`src/hdl/running_median_abs_deviation_top_defines.svh`:
```
// Assertion macros used by the checks in the top module
`ifndef RUNNING_MEDIAN_ABS_DEVIATION_TOP_DEFINES_SVH
`define RUNNING_MEDIAN_ABS_DEVIATION_TOP_DEFINES_SVH

// Implication checked on every clock edge outside reset
`define RMAD_ASSERT_IMPL(label, ante, cons, msg) \
  label: assert property (@(posedge clk_i) disable iff (!rst_ni) (ante) |-> (cons)) \
    else $error(msg);

// Implication whose consequence is checked in the cycle after the antecedent
`define RMAD_ASSERT_NEXT(label, ante, cons, msg) \
  label: assert property (@(posedge clk_i) disable iff (!rst_ni) (ante) |=> (cons)) \
    else $error(msg);

`endif

```
`src/hdl/rmad_pkg.sv`:
```
package rmad_pkg;

  localparam int unsigned Capacity = 1024;
  localparam int unsigned AddrW = $clog2(Capacity);
  localparam int unsigned CountW = $clog2(Capacity + 1);
  localparam int unsigned ValueW = 32;
  localparam int unsigned CostW = 44;
  localparam int unsigned AccW = 64;
  localparam int unsigned OffSumW = 42;

  localparam logic FuncInsert = 1'b0;
  localparam logic FuncQuery = 1'b1;

  localparam logic [1:0] StatusOk = 2'd0;
  localparam logic [1:0] StatusEmpty = 2'd1;
  localparam logic [1:0] StatusFull = 2'd2;

  // Controller to datapath commands
  typedef struct packed {
    logic load_in;     // capture input item
    logic mem_re;      // read store at rd_addr
    logic [AddrW-1:0] rd_addr;
    logic mem_we;      // write store at wr_addr
    logic [AddrW-1:0] wr_addr;
    logic wr_sel_new;  // write the new value instead of the read data
    logic cmp_en;      // compare read data with new value
    logic take_med;    // latch read data as median
    logic acc_clr;
    logic acc_en;      // add |median - read data|
    logic ins_done;    // count++ and offset sum update
    logic res_load;
    logic [1:0] res_status;
    logic res_zero;
  } rmad_cmd_t;

  // Datapath to controller status
  typedef struct packed {
    logic func;
    logic [CountW-1:0] count;
    logic greater;     // last compared entry is greater than new value
  } rmad_stat_t;

endpackage

```
`src/hdl/rmad_ctrl.sv`:
```
module rmad_ctrl (
  input  logic                 clk_i,
  input  logic                 rst_ni,
  input  logic                 in_valid_i,
  output logic                 in_ready_o,
  output logic                 out_valid_o,
  input  logic                 out_ready_i,
  input  rmad_pkg::rmad_stat_t stat_i,
  output rmad_pkg::rmad_cmd_t  cmd_o
);
  import rmad_pkg::*;

  typedef enum logic [2:0] {
    S_IDLE, S_DISPATCH, S_SHIFT, S_MED, S_SUM, S_DONE
  } state_e;

  state_e state_q, state_d;
  logic [CountW-1:0] idx_q, idx_d;
  logic pend_q, pend_d;   // a read is in flight for entry idx_q
  logic out_valid_q, out_valid_d;

  assign in_ready_o = (state_q == S_IDLE) && !out_valid_q;
  assign out_valid_o = out_valid_q;

  // Insert walks from the top down: move entries greater than the value up
  // one place, then drop the value into the gap. Query reads the median
  // entry, then every entry once, accumulating the absolute deviation.
  always_comb begin
    state_d = state_q;
    idx_d = idx_q;
    pend_d = pend_q;
    out_valid_d = out_valid_q;
    cmd_o = '0;
    if (out_valid_q && out_ready_i) begin
      out_valid_d = 1'b0;
    end
    case (state_q)
      S_IDLE: begin
        if (in_valid_i && in_ready_o) begin
          cmd_o.load_in = 1'b1;
          state_d = S_DISPATCH;
        end
      end
      S_DISPATCH: begin
        cmd_o.res_load = 1'b1;
        cmd_o.res_zero = 1'b1;
        cmd_o.acc_clr = 1'b1;
        if (stat_i.func == FuncInsert) begin
          if (stat_i.count == CountW'(Capacity)) begin
            cmd_o.res_status = StatusFull;
            out_valid_d = 1'b1;
            state_d = S_IDLE;
          end else if (stat_i.count == '0) begin
            cmd_o.mem_we = 1'b1;
            cmd_o.wr_addr = '0;
            cmd_o.wr_sel_new = 1'b1;
            cmd_o.ins_done = 1'b1;
            cmd_o.res_status = StatusOk;
            out_valid_d = 1'b1;
            state_d = S_IDLE;
          end else begin
            cmd_o.mem_re = 1'b1;
            cmd_o.rd_addr = AddrW'(stat_i.count - 1'b1);
            idx_d = stat_i.count - 1'b1;
            state_d = S_SHIFT;
          end
        end else if (stat_i.count == '0) begin
          cmd_o.res_status = StatusEmpty;
          out_valid_d = 1'b1;
          state_d = S_IDLE;
        end else begin
          cmd_o.mem_re = 1'b1;
          cmd_o.rd_addr = AddrW'(((stat_i.count + 1'b1) >> 1) - 1'b1);
          state_d = S_MED;
        end
      end
      S_SHIFT: begin
        // rdata holds entry idx_q
        if (stat_i.greater) begin
          cmd_o.mem_we = 1'b1;
          cmd_o.wr_addr = AddrW'(idx_q + 1'b1);
          if (idx_q == '0) begin
            state_d = S_DONE;
          end else begin
            cmd_o.mem_re = 1'b1;
            cmd_o.rd_addr = AddrW'(idx_q - 1'b1);
            idx_d = idx_q - 1'b1;
          end
        end else begin
          cmd_o.mem_we = 1'b1;
          cmd_o.wr_addr = AddrW'(idx_q + 1'b1);
          cmd_o.wr_sel_new = 1'b1;
          cmd_o.ins_done = 1'b1;
          cmd_o.res_load = 1'b1;
          cmd_o.res_zero = 1'b1;
          cmd_o.res_status = StatusOk;
          out_valid_d = 1'b1;
          state_d = S_IDLE;
        end
      end
      S_DONE: begin
        cmd_o.mem_we = 1'b1;
        cmd_o.wr_addr = '0;
        cmd_o.wr_sel_new = 1'b1;
        cmd_o.ins_done = 1'b1;
        cmd_o.res_load = 1'b1;
        cmd_o.res_zero = 1'b1;
        cmd_o.res_status = StatusOk;
        out_valid_d = 1'b1;
        state_d = S_IDLE;
      end
      S_MED: begin
        cmd_o.take_med = 1'b1;
        cmd_o.mem_re = 1'b1;
        cmd_o.rd_addr = '0;
        idx_d = '0;
        pend_d = 1'b1;
        state_d = S_SUM;
      end
      S_SUM: begin
        if (pend_q) begin
          cmd_o.acc_en = 1'b1;
          if (idx_q + 1'b1 == stat_i.count) begin
            pend_d = 1'b0;
          end else begin
            cmd_o.mem_re = 1'b1;
            cmd_o.rd_addr = AddrW'(idx_q + 1'b1);
            idx_d = idx_q + 1'b1;
          end
        end else begin
          cmd_o.res_load = 1'b1;
          cmd_o.res_status = StatusOk;
          out_valid_d = 1'b1;
          state_d = S_IDLE;
        end
      end
      default: state_d = S_IDLE;
    endcase
  end

  always_ff @(posedge clk_i or negedge rst_ni) begin
    if (!rst_ni) begin
      state_q <= S_IDLE;
      idx_q <= '0;
      pend_q <= 1'b0;
      out_valid_q <= 1'b0;
    end else begin
      state_q <= state_d;
      idx_q <= idx_d;
      pend_q <= pend_d;
      out_valid_q <= out_valid_d;
    end
  end
endmodule

```
`config.mk`:
```
export PLATFORM = sky130hd
export DESIGN_NAME = rmad_ctrl
export DESIGN_NICKNAME = d
export VERILOG_FILES = /design/src/hdl/running_median_abs_deviation_top_defines.svh /design/src/hdl/rmad_pkg.sv /design/src/hdl/rmad_ctrl.sv
export SDC_FILE = /design/constraint.sdc
export NUM_CORES = 1
export LEC_CHECK = 0
export BUFFER_PORTS_ARGS = -buffer_cell sky130_fd_sc_hd__clkbuf_2
export CAP_MARGIN = 20
export CORE_ASPECT_RATIO = 0.6
export CORE_MARGIN = 2
export CORE_UTILIZATION = 36
export DETAILED_ROUTE_END_ITERATION = 12
export GPL_TIMING_DRIVEN = 0
export PLACE_DENSITY = 0.65
export SLEW_MARGIN = 10
export SYNTH_ARGS = -nofsm -noshare
export SYNTH_HDL_FRONTEND = slang
export SYNTH_SLANG_ARGS = --single-unit
```
`constraint.sdc`:
```
create_clock -name clk_i -period 3.74 [get_ports clk_i]
set_input_delay 0.187 -clock clk_i [delete_from_list [all_inputs] [get_ports clk_i]]
set_output_delay 0.187 -clock clk_i [all_outputs]
set_load 0.05 [all_outputs]
```
==> reports/qor.yml <==
status: "completed"
num_rows: 24
grt_start_max_net_pins: 17
drc: 0
vias: 3303
syn_avg_cell_area_um2: 7.061
antenna_found_initial: 0
drt_iter0_markers: 509
io_buffers: 44
place_congestion: 0.9720
cp.required_ns: 3.55
synth_compound_area_share_pct: 25.52
synth.largest_area_cell: "dfrtp_1"
core_area_um2: 7357
synth_top_family_by_area: "simple AND/OR/NAND/NOR gates"
slowest_stage: "dfrtp_1"
max_freq_mhz: 277.7
total_leakage_power_uw: 0.001294
end_kind: "output port"
relSlewSlack_pct: 54.37
drive_gt1_share_pct: 17.69
synth_top_area_share_pct: 14.43
ctsRootBufferMaster: "clkbuf_16"
ys_seq_area_share_pct: 14.43
fin_setup_tns_ns: 0
finalMaxSlewViolations: 0
r2r-start: "idx_q[1]$_DFFE_PN0P_"
diodes: 0
synth_fa_ha_area_share_pct: 3.156
final_nets: 467
cts_htree_levels: 1
pre_cts_slack_ns: 0.1931
vdd_drop_max_v: 0.0005268
r2r_end: "idx_q[10]$_DFFE_PN0P_"
cap_violations: 0
top_level_ports: 52
wire_per_inst_um: 18.99
antenna_left: 0
synth_mux_area_share_pct: 4.914
synth_edf_count: 0
worst_slack_ns: 0.1385
synth_xor_area_share_pct: 13.57
yosysUniqueCellTypes: 63
initial_utilization_pct: 37.72
ys_warn_count: 0
total_power_uw: 2958
grt_pass1_wl_mm: 15.95
die_w_um: 117.4
nFillCells: 797
min_to: "out_valid_o$_DFF_PN0_"
die_height_um: 72.01
viasPerCell: 6.061
async_flop_share_pct: 100.0
cts_tree: "yes"
startpoint_type: "flop"
synthesis.nets: 417
skew_ns: 0.002965
hold_path_depth: 3
die-area_um2: 8450
clock_latency_ns: 0.25
arrival_ns: 3.41
synth_seq_cells: 16
syn_area_um2: 2775
tightestPinTransition_ns: 0.6787
syn_inst: 393
holdCritStartpoint: "out_ready_i"
cp_max_fo: 9
fin_crit_ns: 3.602
cts_made_buffers: 3
hpwl_mm: 8.336
critical_path_class: "flop to output port"
wirelength_mm: 10.35
synthToLayoutAreaGrowth_pct: 16.91
clock_path_buffers: 2
finalHoldViolations: 0
grt_overflow: 0
period_share_pct: 96.30
synth.area.top_cells: "dfrtp_1 14%, xnor2_1 11%, nor2_1 5.0%"
grt_setup_unrepaired: "no"
grt_pass1_vias: 2946
crit_chain: "ha_4 -> nand3_1 -> or3_4 -> mux2_2 -> a211oi_2 -> nand3_4 -> and2_1 -> a221o_1 -> clkbuf_2"
cellPowerDensity_nw_per_um2: 911.9
dr.pass1.iters: 5
slowest_delay_ns: 0.49
track_usage_pct: 24.14
reg2reg_depth: 9
clk_pin_slew_ns: 0.05
hp-class: "input pin to flop"
synth-main-ff-cell: "dfrtp_1"
setup_viol: 0
r2r_slack_ns: 0.72
cts_sinks: 16
synthSimpleGateAreaFrac_pct: 29.94
## how the worst max path moves through the flow
stage,startpoint,to,depth (start not counted)
final,idx_q[1]$_DFFE_PN0P_,cmd_o[30],9
after global routing,idx_q[1]$_DFFE_PN0P_,cmd_o[30],9
after CTS,idx_q[1]$_DFFE_PN0P_,cmd_o[30],9
after detailed placement,idx_q[1]$_DFFE_PN0P_,cmd_o[30],9
after global placement,idx_q[1]$_DFFE_PN0P_,cmd_o[30],9
after floorplan,idx_q[0]$_DFFE_PN0P_,cmd_o[24],8
## cell usage after synthesis (5+ instances only)
master and count:
inv_1 18, and3_1 5, o211ai_1 9, a21oi_1 21, o21ai_0 18, clkbuf_1 23
o22ai_1 11, buf_2 5, nand4_1 7, mux2i_1 8, or3_1 7, xor2_1 9
xnor2_1 34, and2_1 8, nor3_1 22, dfrtp_1 16, nand3_1 10, nand2_1 26
nor2_1 37, ha_1 7, nor3b_1 6, nand2b_1 8, a31oi_1 8
## per-layer routing
| metal | track usage [%] | up-vias | part of all wire, % |
|---|---|---|---|
| met2 | 33.98 | 225 | 39 |
| li1 | - | 1519 | - |
| met5 | 0 | - | 0 |
| met3 | 6.604 | 8 | 15 |
| met1 | 37.52 | 1551 | 46 |
| met4 | 1.874 | 0 | 0.60 |
## worst max-delay path: cells and delay by family, from the launching register on
family	cells	cell delay [ns]
buf+inv	1	0.25
mux	1	0.29
fa+ha+maj	1	0.24
compound gates	2	0.71
simple gates	4	1.16
flops	1	0.49
## cell type report
type	instances	area [µm²]	area share (%)
plain buffers	36	163.9	5.052
clock buffers	3	75.07	2.314
inverters	18	67.56	2.083
multi-input cells	323	2177	67.10
flip-flops and latches	16	400.4	12.34
well taps	104	130.1	4.011
repair buffers	45	230.2	7.096
## flip-flops by register name, indices dropped and copies added, names as in the netlist
signal and count:
idx_q 11, pend_q 1, state_q 3, out_valid_o 1
## repair_timing
item,CTS,global route
resized for setup,2,4
endpoints found under the setup margin,7,7
setup buffers,0,0
endpoints found under the hold margin,16,0
pin swaps,0,0
hold buffers,1,0
## where the power goes
group / internal (µW) / total (µW) / switching (µW) / leakage (µW)
sequential: 253 / 340 / 87.6 / 0.000195
clock: 140 / 205 / 64.5 / 0.0000370
combinational: 720 / 2410 / 1690 / 0.00106
## stage by stage
| stage | hold WS (ns) | cells | utilization [%] | cell area [µm²] |
|---|---|---|---|---|
| final | 0.2293 | 545 | 44.10 | 3244 |
| after global routing | 0.2451 | 545 | 44.10 | 3244 |
| after CTS | 0.2278 | 545 | 43.76 | 3219 |
| after detailed placement | 0.1365 | 541 | 42.48 | 3126 |
| after global placement | 0.1255 | 541 | 42.48 | 3126 |
| after floorplan | -0.1086 | 393 | - | 2775 |
## cells in the final DEF, fill, tap and decap left out, types with 8 or more instances in the layout
cell type and instances:
and2_1 8, nor2_1 36, xor2_1 9, o211ai_1 9, a31oi_1 8, nand3_1 10
nand2b_1 8, o22ai_1 11, inv_1 18, mux2i_1 8, dfrtp_1 16, o21ai_0 18
clkbuf_2 44, clkbuf_1 23, nand2_1 26, nor3_1 22, xnor2_1 34, a21oi_1 21
## cells by family (layout without fill, tap and decap cells)
kind of cell / after synthesis / count (layout)
AND/OR/NAND/NOR: 157 / 157
AO/OA/AOI/OAI: 103 / 103
buffers and inverters: 54 / 102
XOR/XNOR: 43 / 43
flip-flops: 16 / 16
multiplexers: 12 / 12
adder cells (fa/ha/maj): 7 / 7
other: 1 / 1
Note: power is estimated with default switching activity, not from simulation.
